`config.mk`:
```
export PLATFORM = sky130hd
export DESIGN_NAME = float32_to_half_rne_clamped
export DESIGN_NICKNAME = d
export VERILOG_FILES = /design/src/hdl/f2h_pkg.sv /design/src/hdl/f2h_convert.sv /design/src/hdl/float32_to_half_rne_clamped.sv
export VERILOG_INCLUDE_DIRS = /design/src /design/src/hdl
export SDC_FILE = /design/constraint.sdc
export NUM_CORES = 1
export LEC_CHECK = 0
export BUFFER_PORTS_ARGS = -buffer_cell sky130_fd_sc_hd__buf_2
export CAP_MARGIN = 5
export CORE_MARGIN = 2
export CORE_UTILIZATION = 40
export DETAILED_ROUTE_END_ITERATION = 16
export PLACE_DENSITY_LB_ADDON = 0.15
export SYNTH_ARGS = -nofsm -noshare
export SYNTH_HDL_FRONTEND = slang
export SYNTH_SLANG_ARGS = --single-unit
```
`constraint.sdc`:
```
create_clock -name clk -period 13.5 [get_ports clk]
set_input_delay 0.675 -clock clk [delete_from_list [all_inputs] [get_ports clk]]
set_output_delay 0.675 -clock clk [all_outputs]
set_load 0.01 [all_outputs]
```
`src/hdl/float32_to_half_rne_clamped_assert.svh`:
```
// Assertion macros used by the converter top level.
`ifndef FLOAT32_TO_HALF_RNE_CLAMPED_ASSERT_SVH
`define FLOAT32_TO_HALF_RNE_CLAMPED_ASSERT_SVH

// Implication checked at every rising clock edge outside reset.
`define F2H_ASSERT_IMPL(label, clk, rst, ante, cons) \
  label: assert property (@(posedge clk) disable iff (rst) (ante) |-> (cons)) \
    else $error("assertion failed");

// Next-cycle implication checked outside reset.
`define F2H_ASSERT_NEXT(label, clk, rst, ante, cons) \
  label: assert property (@(posedge clk) disable iff (rst) (ante) |=> (cons)) \
    else $error("assertion failed");

`endif

```
`src/hdl/f2h_pkg.sv`:
```
// Package with constants for the single-to-half converter.
`default_nettype none
package f2h_pkg;
  localparam logic [31:0] CLAMP_LIMIT_BITS = 32'h4766_499A;
  localparam logic [15:0] HALF_SAT_BITS    = 16'h7BFF;
  localparam logic [15:0] HALF_NEG_ZERO    = 16'h8000;
  localparam logic [31:0] SINGLE_NEG_ZERO  = 32'h8000_0000;
  localparam logic [7:0]  EXP_SPECIAL      = 8'hFF;
endpackage
`default_nettype wire

```
`src/hdl/f2h_convert.sv`:
```
// Combinational single-to-half conversion with clamping and round to nearest even.
`default_nettype none
module f2h_convert (
  input  wire logic [31:0] single_bits,
  output logic      [15:0] half_bits
);
  import f2h_pkg::*;

  logic [31:0] u;
  logic [7:0]  ebits;
  logic [22:0] frac;
  logic [9:0]  trunc;
  logic [12:0] rem;
  logic        up;
  logic [10:0] m;
  logic [4:0]  hexp;
  logic [4:0]  sh;
  logic [23:0] nm;
  logic [23:0] strunc;
  logic [23:0] srem;
  logic [23:0] shalf;
  logic        sup;
  logic [15:0] pos;

  always_comb begin
    u      = (single_bits > CLAMP_LIMIT_BITS) ? CLAMP_LIMIT_BITS : single_bits;
    ebits  = u[30:23];
    frac   = u[22:0];
    trunc  = frac[22:13];
    rem    = frac[12:0];
    up     = (rem > 13'h1000) || ((rem == 13'h1000) && trunc[0]);
    m      = {1'b0, trunc} + {10'd0, up};
    // Normal range is exponent 113..142 after the clamp; 142 + carry stays below 143.
    hexp   = 5'(ebits - 8'd112) + 5'(m[10]);
    nm     = {1'b1, frac};
    sh     = 5'(8'd126 - ebits);
    strunc = nm >> sh;
    srem   = nm & ((24'd1 << sh) - 24'd1);
    shalf  = 24'd1 << (sh - 5'd1);
    sup    = (srem > shalf) || ((srem == shalf) && strunc[0]);
    if (ebits > 8'd142) begin
      pos = HALF_SAT_BITS;
    end else if (ebits >= 8'd113) begin
      pos = (hexp == 5'd31) ? HALF_SAT_BITS : {1'b0, hexp, m[9:0]};
    end else if (ebits >= 8'd102) begin
      pos = 16'(strunc + {23'd0, sup});
    end else begin
      pos = 16'd0;
    end
    if (single_bits[30:23] == EXP_SPECIAL) begin
      half_bits = 16'd0;
    end else if (single_bits[31]) begin
      half_bits = (single_bits == SINGLE_NEG_ZERO) ? HALF_NEG_ZERO : 16'd0;
    end else begin
      half_bits = pos;
    end
  end
endmodule
`default_nettype wire

```
`src/hdl/float32_to_half_rne_clamped.sv`:
```
// Top level: registered single-to-half converter with valid/ready channels.
//
//  Channel | Signals                       | Direction
//  --------+-------------------------------+----------
//  input   | valid, ready, single_bits[31:0] | in
//  output  | half_valid, half_ready, half_bits[15:0] | out
//
// An accepted item is registered at the input, converted by one pass of
// combinational logic, and moves into the result register when that stage
// can take it; one item per cycle while the result side does not stall.
// Synchronous active-high reset clears both valid flags.
// When the result side stalls, the pipeline holds and ready falls only when
// both stages are full.
`default_nettype none
module float32_to_half_rne_clamped (
  input  wire logic        clk,
  input  wire logic        rst,
  input  wire logic        valid,
  output logic             ready,
  input  wire logic [31:0] single_bits,
  output logic             half_valid,
  input  wire logic        half_ready,
  output logic      [15:0] half_bits
);
  import f2h_pkg::*;

  logic        in_valid;
  logic [31:0] in_bits;
  logic [15:0] conv_bits;
  logic        out_advance;

  // The result stage takes a new item whenever it is empty or being drained.
  assign out_advance = !half_valid || half_ready;
  assign ready       = !in_valid || out_advance;

  f2h_convert u_convert (
    .single_bits (in_bits),
    .half_bits   (conv_bits)
  );

  always_ff @(posedge clk) begin
    if (rst) begin
      in_valid <= 1'b0;
    end else if (ready) begin
      in_valid <= valid;
    end
  end

  always_ff @(posedge clk) begin
    if (ready && valid) begin
      in_bits <= single_bits;
    end
  end

  always_ff @(posedge clk) begin
    if (rst) begin
      half_valid <= 1'b0;
    end else if (out_advance) begin
      half_valid <= in_valid;
    end
  end

  always_ff @(posedge clk) begin
    if (out_advance && in_valid) begin
      half_bits <= conv_bits;
    end
  end

`include "float32_to_half_rne_clamped_assert.svh"

  `F2H_ASSERT_IMPL(a_ready_when_out_free, clk, rst, out_advance, ready)
  `F2H_ASSERT_NEXT(a_item_moves_out, clk, rst, in_valid && out_advance, half_valid)
  `F2H_ASSERT_NEXT(a_hold_on_stall, clk, rst, half_valid && !half_ready, half_valid && $stable(half_bits))
  `F2H_ASSERT_IMPL(a_not_ready_full, clk, rst, in_valid && half_valid && !half_ready, !ready)

endmodule
`default_nettype wire

```
Word level (Yosys, flattened, before mapping)
Index checks and enable logic that the tools add are counted.

operators by class
  add/sub/neg operators = 7
  $lt $le $gt $ge = 6
  eq/ne operators = 5
  shifts and indexed selects = 3
  mux-type cells = 7
  bitwise operators = 1
  reduce and logical (&&, ||, !) cells = 10

operator list
  cell                   number
  $mux 16                5
  $shl 1x5->24 const A   2
  $eq 32x32->1 const B   1
  $gt 32x31->1 const B   1
  $mux 31                1
  $and 24x24->24         1
  $eq 24x24->1           1
  $gt 24x24->1           1
  $shr 24x5->16          1
  $sub 24x1->24 const B  1
  $add 16x1->16          1
  $ge 8x7->1 const B     2
  $mux 15                1
  $eq 13x13->1 const B   1
  $gt 13x13->1 const B   1
  $add 10x1->11          1
  $eq 8x8->1 const B     1
  $gt 8x8->1 const B     1
  $add 5x1->5            1
  $eq 5x5->1 const B     1
  $sub 5x1->5 const B    1
  $sub 5x5->5 const A    1
  $sub 5x5->5 const B    1
  $logic_and 1x1->1      4
  2 further kinds        6

storage, ports and cells
  flip-flop bits (word level) = 50

Depth between registers and ports, before layout
Gate-level depths: netlist of the first run.

  depth in word-level cells = 14
  mapped depth = 40
  mapped depth without buffers = 35

Hierarchy
Synthesis of the first run repeated with hierarchy kept, for this count alone.

unflattened totals
  cell total of the unflattened synthesis = 764
  area total of the unflattened synthesis = 6152.2 um2

modules (own cells, without submodules)
  module                       times used  cells an instance  area an instance (um2)  seq. area each (um2)
  f2h_convert                  1           706                4606.9                  0.0
  float32_to_half_rne_clamped  1           58                 1545.2                  1481.4

Least setup slack after synthesis of the first run
Ideal clock, no wire load.

  path type = flip-flop to flip-flop
  from = register in_bits[13]
  to = register half_bits[12], data pin
  setup time = 257 ps
  data arrival time = 7340 ps
  setup slack = 5903 ps
  cell stages (with the launch flop) = 40
  buffers on the path = 8
  clock period less this slack = 7597 ps
  path through = edfxtp_1 > buf_6 > or3_4 > a2111oi_4 > o211a_1 > a21oi_2 > buf_6 > buf_2 > buf_1 > nand2b_1 > ha_1 > buf_2 > clkinv_1 > xnor2_1 > clkbuf_1 > buf_1 > nor2_1 > nand2_1 > [... 4 more ...] > and3_1 > ha_1 > nor2b_1 > o21ai_0 > nand2b_1 > a21oi_1 > nor2b_1 > o21ai_0 > nand2b_1 > a21oi_1 > nor3_1 > o32a_1 > ha_1 > ha_1 > nand2_1 > nor4_2 > xor2_1 > a32o_1

between the ends
  cells in the longest elaborated chain, start to end = 14

ends and longest elaborated chain
  item                                                    line                               RTL
  from (decl)                                             float32_to_half_rne_clamped.sv:28  logic [31:0] in_bits;
  from (signal assigned)                                  float32_to_half_rne_clamped.sv:51  in_bits <= single_bits;
  $gt 32x31->1                                            f2h_convert.sv:26                  u = (single_bits > CLAMP_LIMIT_BITS) ? CLAMP_LIMIT_BITS : single_bits;
  $mux 31 (*)                                             f2h_convert.sv:26
  branches (longest 10 deep; another with $sub 24x1->24)  n/a
  $mux 16 (*)                                             f2h_convert.sv:41                  if (ebits > 8'd142) begin
  $mux 16 (*)                                             f2h_convert.sv:52                  end else if (single_bits[31]) begin
  to (signal assigned)                                    float32_to_half_rne_clamped.sv:65  half_bits <= conv_bits;
  to (decl)                                               float32_to_half_rne_clamped.sv:23  output logic [15:0] half_bits

Mark *: on every way between the ends.
A chain may end at the register's enable or synchronous reset.

Final worst setup path of the first run
  from = register in_bits[25]
  to = register half_bits[12], data pin

between the ends
  cells in the longest elaborated chain, start to end = 14

ends and longest elaborated chain
  item
  branches (longest 14 deep; another with $gt 32x31->1)

Parallel ways; which one is timed is not known.

==> results.yml, run 1 <==
outcome:
  status: "finished clean"
logic_synthesis:
  ys.flop_type: "edfxtp_1"
  yosys_warnings: 0
  syn_nets: 822
  synth_top_area_cell: "edfxtp_1"
  syn_inst: 748
  ys_top_cells_by_area: "edfxtp_1, ha_1, nand2_1"
  yosysUniqueCellTypes: 87
  yosysSeqAreaShare_pct: 24.2
  syn_area_per_cell_um2: 8.19
  ys_seq_elements: 50
  async_flop_share_pct: 0
  synth-edff-count: 48
  netlist_area_um2: 6120
  synth_top_area_share_pct: 23.5
worst_setup_path:
  worst-endpoint-required_ns: 13.56
  crit_cells: 33
  crit_family: "compound AO/OA/AOI/OAI gates"
  critPathArrivalTime_ns: 9.77
  ff2ff_setup_slack_ns: 3.80
  r2r-start: "in_bits[25]"
  crit_top_cell: "ha_1"
  crit_slowest_cell: "edfxtp_1"
  worstSetupEndpointType: "flop"
  slowest_delay_ns: 0.77
  r2r_cells: 33
  critPathKind: "flop to flop"
  worstSetupStartpointType: "flop"
  rr_endpoint: "half_bits[12]"
  cp.buffers_inverters: 1
  crit_fanout: 38
  crit_end: "half_bits[12]"
  crit_start: "in_bits[25]"
die:
  start_util_pct: 40.6
  core-area_um2: 15100
  die_height_um: 128
  ios: 54
  rows: 45
  dieArea_um2: 16300
  die_w_um: 128
routing:
  vias: 6225
  viasPerCell: 6.51
  drt_iter0_drc: 903
  firstDrtPassIters: 5
  route.antenna.remaining_nets: 0
  routedWlPerCell_um: 22.9
  drt-total-wl_mm: 21.9
  drc: 0
global_routing:
  grt.busiest_layer: "met2"
  grt_first_pass_wirelength_mm: 33.6
  grt_overflow: 0
  met2_usage_pct: 41.9
  grt_antenna_before_repair: 1
  use_met3_pct: 4.76
  grt_pass1_vias: 5800
  grt_use_met1_pct: 37.9
  grtUsageTotal_pct: 26.9
  grt_max_degree: 43
placement:
  preCtsSetupSlack_ns: 4.00
  gp_congestion: 1.04
  portBuffers: 53
  hpwl_mm: 16.5
pwr:
  power-per-cell-area_nw_per_um2: 90.5
  power_leakage_nw: 2.43
  ir_drop_mv: 0.0547
sta:
  finalMaxSlewViolations: 0
  slew_headroom_pct: 22.4
  hold_viol_final: 0
  rsz0062_at_grt: "no"
  fmax_mhz: 103
  layout_min_cycle_time_ns: 9.70
  fin_ws_ns: 3.80
  finalCritPeriodShare_pct: 71.9
  fin_skew_ns: 0.0195
  setup_viol: 0
  tns_ns: 0
  tightest_slew_ns: 1.16
clock_network:
  cts_buffer_depth: 2
  hold_buffers: 0
  cts_tree: "built"
  ctsResizeCount: 0
  cts.sinks: 50
  cts_setup_buffers: 0
  cts_buffers: 5
  htree_levels: 2
  cts_root_buffer: "clkbuf_16"
  clk_pin_slew_worst_paths_ns: 0.09
  clk_latency_ns: 0.32
hold_path:
  hold_class: "input port to flop"
  min_path_cells: 1
cells_and_area:
  final_cell_mix: "nand2_1, nor2_1, buf_2"
  n_antenna_cell: 0
  fin_util_pct: 43.9
  fin_nets: 841
  nFillCells: 1554
  layout_commonest_cell: "nand2_1"
  area_growth_pct: 8.15
  layout-drive-gt1-share_pct: 15.6
flow_run:
  cap_violations: 0
-- registers in the layout (all words and copies together), names as in the netlist --
signal / count
in_bits: 32
half_bits: 16
half_valid: 1
in_valid: 1
-- kinds of logic after synthesis --
group	Yosys count	share of synthesized area (%)
XOR/XNOR	35	5.01
flip-flops	50	24.2
AO/OA/AOI/OAI	218	25.3
AND/OR/NAND/NOR	307	25.8
adder cells (fa/ha/maj)	38	7.76
buffers and inverters	64	5.19
multiplexers	36	6.68
-- worst min-delay path by stage --
stage,start,to,slack (ns)
3_5_place_dp,in_valid,in_valid,0.51
5_1_grt,single_bits[14],in_bits[14],0.52
2_1_floorplan,in_valid,half_valid,0.48
6_report,single_bits[19],in_bits[19],0.52
4_1_cts,single_bits[20],in_bits[20],0.52
3_3_place_gp,in_valid,half_valid,0.49
-- cell type report --
cell class / count / area, um2 / share of cell area, %
Inverter: 12 / 45.0 / 0.680
Sequential cell: 50 / 1480 / 22.4
Clock buffer: 5 / 125 / 1.89
Clock inverter: 3 / 48.8 / 0.737
Multi-Input combinational cell: 634 / 4340 / 65.5
Tap cell: 188 / 235 / 3.55
Timing Repair Buffer: 64 / 348 / 5.25
-- layer usage --
metal | vias to the layer above | routed length [um]
met1 | 2957 | 9500
li1 | 2866 | -
met5 | - | 8
met3 | 55 | 1900
met4 | 2 | 664
met2 | 345 | 9860
-- through the flow --
step                      cells  area [um2]  total power, mW  hold WS [ns]
after floorplan             748        6120            0.366         0.478
after global placement      948        6450            0.436         0.488
after detailed placement    948        6450            0.437         0.512
after CTS                   956        6620            0.594         0.516
after global routing        956        6620            0.627         0.523
final                       956        6620            0.599         0.516
-- synth_stat cells, drive strengths merged (9+ instances only) --
| library cell | n |
|---|---|
| o22ai | 12 |
| ha | 38 |
| o211ai | 18 |
| nand3 | 51 |
| o21ai | 54 |
| clkbuf | 21 |
| edfxtp | 48 |
| nand2b | 9 |
| nor3 | 21 |
| a21oi | 50 |
| nor2 | 71 |
| xnor2 | 26 |
| nor4 | 11 |
| nand2 | 83 |
| buf | 31 |
| mux2 | 9 |
| and3 | 10 |
| mux2i | 24 |
| a211oi | 16 |
| inv | 10 |
| xor2 | 9 |
| nand4 | 16 |
-- power breakdown --
part           total [mW]  leakage (nW)  internal (mW)  switching, mW
clock network       0.157        0.0819         0.0890         0.0679
logic               0.246          1.87         0.0883          0.158
registers           0.196         0.480          0.181         0.0149
total               0.599          2.43          0.359          0.241
Power figures use the tool's default switching activity.
==> run 2, diff against run 1 <==
- clock period: 13.5 -> 8.61 ns (I/O delays scaled with it)
==> results.yml, run 2 (synthesis results as in run 1) <==
sta:
  layout_min_cycle_time_ns: 7.84
  fmax_mhz: 128
  finalCritPeriodShare_pct: 91.1
  tightest_slew_ns: 0.923
  whs_ns: 0.286
  tns_ns: 0
  slew_headroom_pct: 38.0
  setup_viol: 0
  fin_skew_ns: 0.0121
  rsz0062_at_grt: "no"
  hold_viol_final: 0
  finalMaxSlewViolations: 0
pwr:
  internal-power_mw: 0.565
  power.total_mw: 0.945
  seq_power_share_pct: 32.1
  p_comb_share_pct: 42.2
  clock_power_share_pct: 25.8
  power-per-cell-area_nw_per_um2: 141
  ir_drop_mv: 0.0921
  p_sw_mw: 0.380
  swShare_pct: 40.2
  power_leakage_nw: 2.49
die:
  die_w_um: 128
  rows: 45
  die_height_um: 128
  ios: 54
  dieArea_um2: 16300
  start_util_pct: 40.6
  core-area_um2: 15100
worst_setup_path:
  critPathArrivalTime_ns: 7.90
  r2r_cells: 28
  worst-endpoint-required_ns: 8.67
  crit_end: "half_bits[12]"
  worstSetupStartpointType: "flop"
  crit_top_cell: "ha_1"
  crit_slowest_cell: "edfxtp_1"
  worstSetupEndpointType: "flop"
  rr_endpoint: "half_bits[12]"
  slowest_delay_ns: 0.61
  crit_fanout: 38
  ff2ff_setup_slack_ns: 0.77
  r2r-start: "in_bits[26]"
  critPathKind: "flop to flop"
  crit_start: "in_bits[26]"
cells_and_area:
  n_antenna_cell: 0
  fin_area_um2: 6720
  fin_nets: 854
  area_growth_pct: 9.75
  stdcell_count: 969
  largest_reg_flops: 32
  layout-drive-gt1-share_pct: 17.0
  reg_top3: "in_bits (32), half_bits (16)"
  layout_commonest_cell: "nand2_1"
  final_cell_mix: "nand2_1, nor2_1, buf_2"
  largest-register: "in_bits"
routing:
  drc: 0
  firstDrtPassIters: 5
  drt_iter0_drc: 654
  route.antenna.remaining_nets: 0
  drt-total-wl_mm: 22.5
  viasPerCell: 6.51
  routedWlPerCell_um: 23.3
  vias: 6306
placement:
  dpl_cell_area_um2: 6550
  portBuffers: 53
  hpwl_mm: 17.0
  gp_congestion: 0.980
  dp.cells: 961
clock_network:
  cts_tree: "built"
  cts.sinks: 50
  cts_root_buffer: "clkbuf_16"
  cts_buffer_depth: 2
  clk_pin_slew_worst_paths_ns: 0.08
  clk_latency_ns: 0.31
  cts_buffers: 5
  htree_levels: 2
global_routing:
  grt_pass1_vias: 6036
  grt_first_pass_wirelength_mm: 35.5
  grt_antenna_before_repair: 1
  grt_overflow: 0
  grt_max_degree: 41
  grtUsageTotal_pct: 28.3
outcome:
  status: "finished clean"
flow_run:
  cap_violations: 0
hold_path:
  hold_class: "input port to flop"
run 2: worst max-delay path: cells and delay by family, from the launching register on:
kind	cells	cell delay, ns
xor+xnor	2	0.50
compound gates	8	1.74
flops	1	0.61
simple gates	10	2.56
fa+ha+maj	4	0.94
buf+inv	4	1.20
run 2: area by class of cell:
type                            instances  area, um2
Clock buffer                            5        125
Clock inverter                          3       42.5
Fill cell                            1543       8370
Inverter                               12       45.0
Multi-Input combinational cell        634       4350
Sequential cell                        50       1480
Tap cell                              188        235
Timing Repair Buffer                   77        445
run 2: timing repair:
| action | in CTS | in global routing |
|---|---|---|
| buffers inserted | 0 | 0 |
| resized for setup | 0 | 1 |
| endpoints found under the setup margin | 0 | 1 |
| hold buffers | 0 | 0 |
| hold endpoints to repair | 0 | 0 |
run 2: how the worst min path moves through the flow:
stage,start,end,cells after the start,slack (ns)
floorplan,in_valid,half_valid,2,0.48
global placement,in_valid,half_valid,2,0.49
detailed placement,in_valid,half_valid,2,0.51
CTS,single_bits[2],in_bits[2],1,0.28
global route,single_bits[10],in_bits[10],1,0.28
finish,single_bits[2],in_bits[2],1,0.29
run 2: power groups by stage:
stage          registers (mW)  logic, mW  clock network [mW]
2_1_floorplan           0.300      0.274                   0
3_3_place_gp            0.307      0.386                   0
3_5_place_dp            0.308      0.386                   0
4_1_cts                 0.302      0.388               0.250
5_1_grt                 0.305      0.432               0.258
6_report                0.303      0.398               0.244
run 2: stage by stage:
stage / setup WS (ns) / utilization, %
2_1_floorplan: 1.01 / -
5_1_grt: 0.0477 / 44.5
6_report: 0.767 / 44.5
3_3_place_gp: 1.07 / 43.4
3_5_place_dp: 0.946 / 43.4
4_1_cts: 0.896 / 44.5
run 2: layer usage:
| metal | track usage (%) | vias to the layer above | share of wire, % |
|---|---|---|---|
| li1 | - | 2893 | - |
| met1 | 40.2 | 2989 | 43 |
| met3 | 4.55 | 45 | 9.5 |
| met5 | 0 | - | 0.044 |
| met2 | 43.7 | 377 | 44 |
| met4 | 10.1 | 2 | 3.2 |
==> run 3, diff against run 2 <==
- CORE_UTILIZATION: 40 -> 62
- clock period: 8.61 -> 8.8 ns (I/O delays scaled with it)
==> results.yml, run 3 (synthesis results as in run 1) <==
outcome:
  status: "finished clean"
die:
  rows: 36
  dieArea_um2: 10700
  die_height_um: 103
  start_util_pct: 63.2
  die_w_um: 103
  core-area_um2: 9680
  ios: 54
clock_network:
  clk_latency_ns: 0.33
  cts_setup_buffers: 0
  ctsResizeCount: 0
  cts_tree: "built"
  hold_buffers: 0
  htree_levels: 2
  clk_pin_slew_worst_paths_ns: 0.12
  cts_buffer_depth: 2
  cts_root_buffer: "clkbuf_8"
  cts_buffers: 5
  cts.sinks: 50
cells_and_area:
  largest-register: "in_bits"
  largest_reg_flops: 32
  reg_top3: "in_bits (32), half_bits (16)"
  layout_commonest_cell: "nand2_1"
  n_antenna_cell: 0
  final_cell_mix: "nand2_1, nor2_1, buf_2"
  area_growth_pct: 6.99
  nFillCells: 804
  layout-drive-gt1-share_pct: 16.4
  fin_nets: 849
sta:
  slew_headroom_pct: 44.1
  fmax_mhz: 123
  finalCritPeriodShare_pct: 92.7
  layout_min_cycle_time_ns: 8.16
  hold_viol_final: 0
  tightest_slew_ns: 0.836
  finalMaxSlewViolations: 0
  fin_skew_ns: 0.0187
  tns_ns: 0
  rsz0062_at_grt: "no"
  setup_viol: 0
routing:
  route.antenna.remaining_nets: 0
  drt_iter0_drc: 796
  vias: 6391
  routedWlPerCell_um: 22.7
  drt-total-wl_mm: 20.6
  viasPerCell: 7.03
  firstDrtPassIters: 6
  drc: 0
worst_setup_path:
  crit_slowest_cell: "edfxtp_1"
  worstSetupEndpointType: "flop"
  critPathKind: "flop to flop"
  slowest_delay_ns: 0.77
  r2r_cells: 36
  worstSetupStartpointType: "flop"
  crit_top_cell: "ha_1"
  worst-endpoint-required_ns: 8.88
  crit_fanout: 18
  critPathArrivalTime_ns: 8.24
pwr:
  power.total_mw: 0.853
  power-per-cell-area_nw_per_um2: 130
  power_leakage_nw: 2.44
  ir_drop_mv: 0.0874
global_routing:
  grt_overflow: 0
  grt_antenna_before_repair: 0
  grtUsageTotal_pct: 38.2
  grt_max_degree: 42
  grt_first_pass_wirelength_mm: 30.9
  grt_pass1_vias: 5685
hold_path:
  min_path_cells: 1
  hold_class: "input port to flop"
placement:
  hpwl_mm: 15.3
  portBuffers: 53
  gp_congestion: 0.997
flow_run:
  cap_violations: 0
==> run 3: report_power, final <==
group	switching [mW]	internal, mW	leakage (nW)
combinational	0.238	0.138	1.91
sequential	0.0220	0.278	0.480
clock	0.0920	0.0851	0.0562
==> run 3: metrics by stage <==
stage / hold WS, ns / cell area [um2] / setup WS (ns) / std cells / utilization [%]
floorplan: 0.478 / 6120 / 1.20 / 748 / -
global placement: 0.490 / 6430 / 1.00 / 900 / 66.4
detailed placement: 0.521 / 6430 / 0.850 / 900 / 66.4
CTS: 0.270 / 6540 / 0.831 / 908 / 67.6
global route: 0.266 / 6550 / 0.105 / 909 / 67.6
finish: 0.272 / 6550 / 0.643 / 909 / 67.6
==> run 3: layer usage <==
metal	global-route usage [%]	vias up	routed length, um
met4	19.3	0	1070
met1	51.7	2951	8070
met5	0	-	0
met3	9.54	95	2550
met2	56.8	469	8960
li1	-	2876	-
==> run 3: worst paths after layout <==
kind                        from            end  slack [ns]
setup / recovery     in_bits[25]  half_bits[12]        0.64
hold / removal    single_bits[0]     in_bits[0]        0.27
setup reg to reg     in_bits[25]  half_bits[12]        0.64
hold reg to reg         in_valid     half_valid        0.53
==> run 3: area by class of cell <==
cell class	count	area, um2	share of cell area, %
Clock buffer	5	68.8	1.05
Clock inverter	3	42.5	0.649
Inverter	12	45.0	0.688
Multi-Input combinational cell	634	4340	66.2
Sequential cell	50	1480	22.6
Tap cell	133	166	2.54
Timing Repair Buffer	72	408	6.23
==> run 3: worst max-delay path: cells and delay by family, from the launching register on <==
kind,cells,cell delay [ns]
adders and majority gates,5,1.31
xor gates and xnor gates,3,0.64
AOI/OAI and AO/OA,10,2.31
DFF,1,0.77
and+or+nand+nor,15,2.32
buffers and inverters,3,0.55
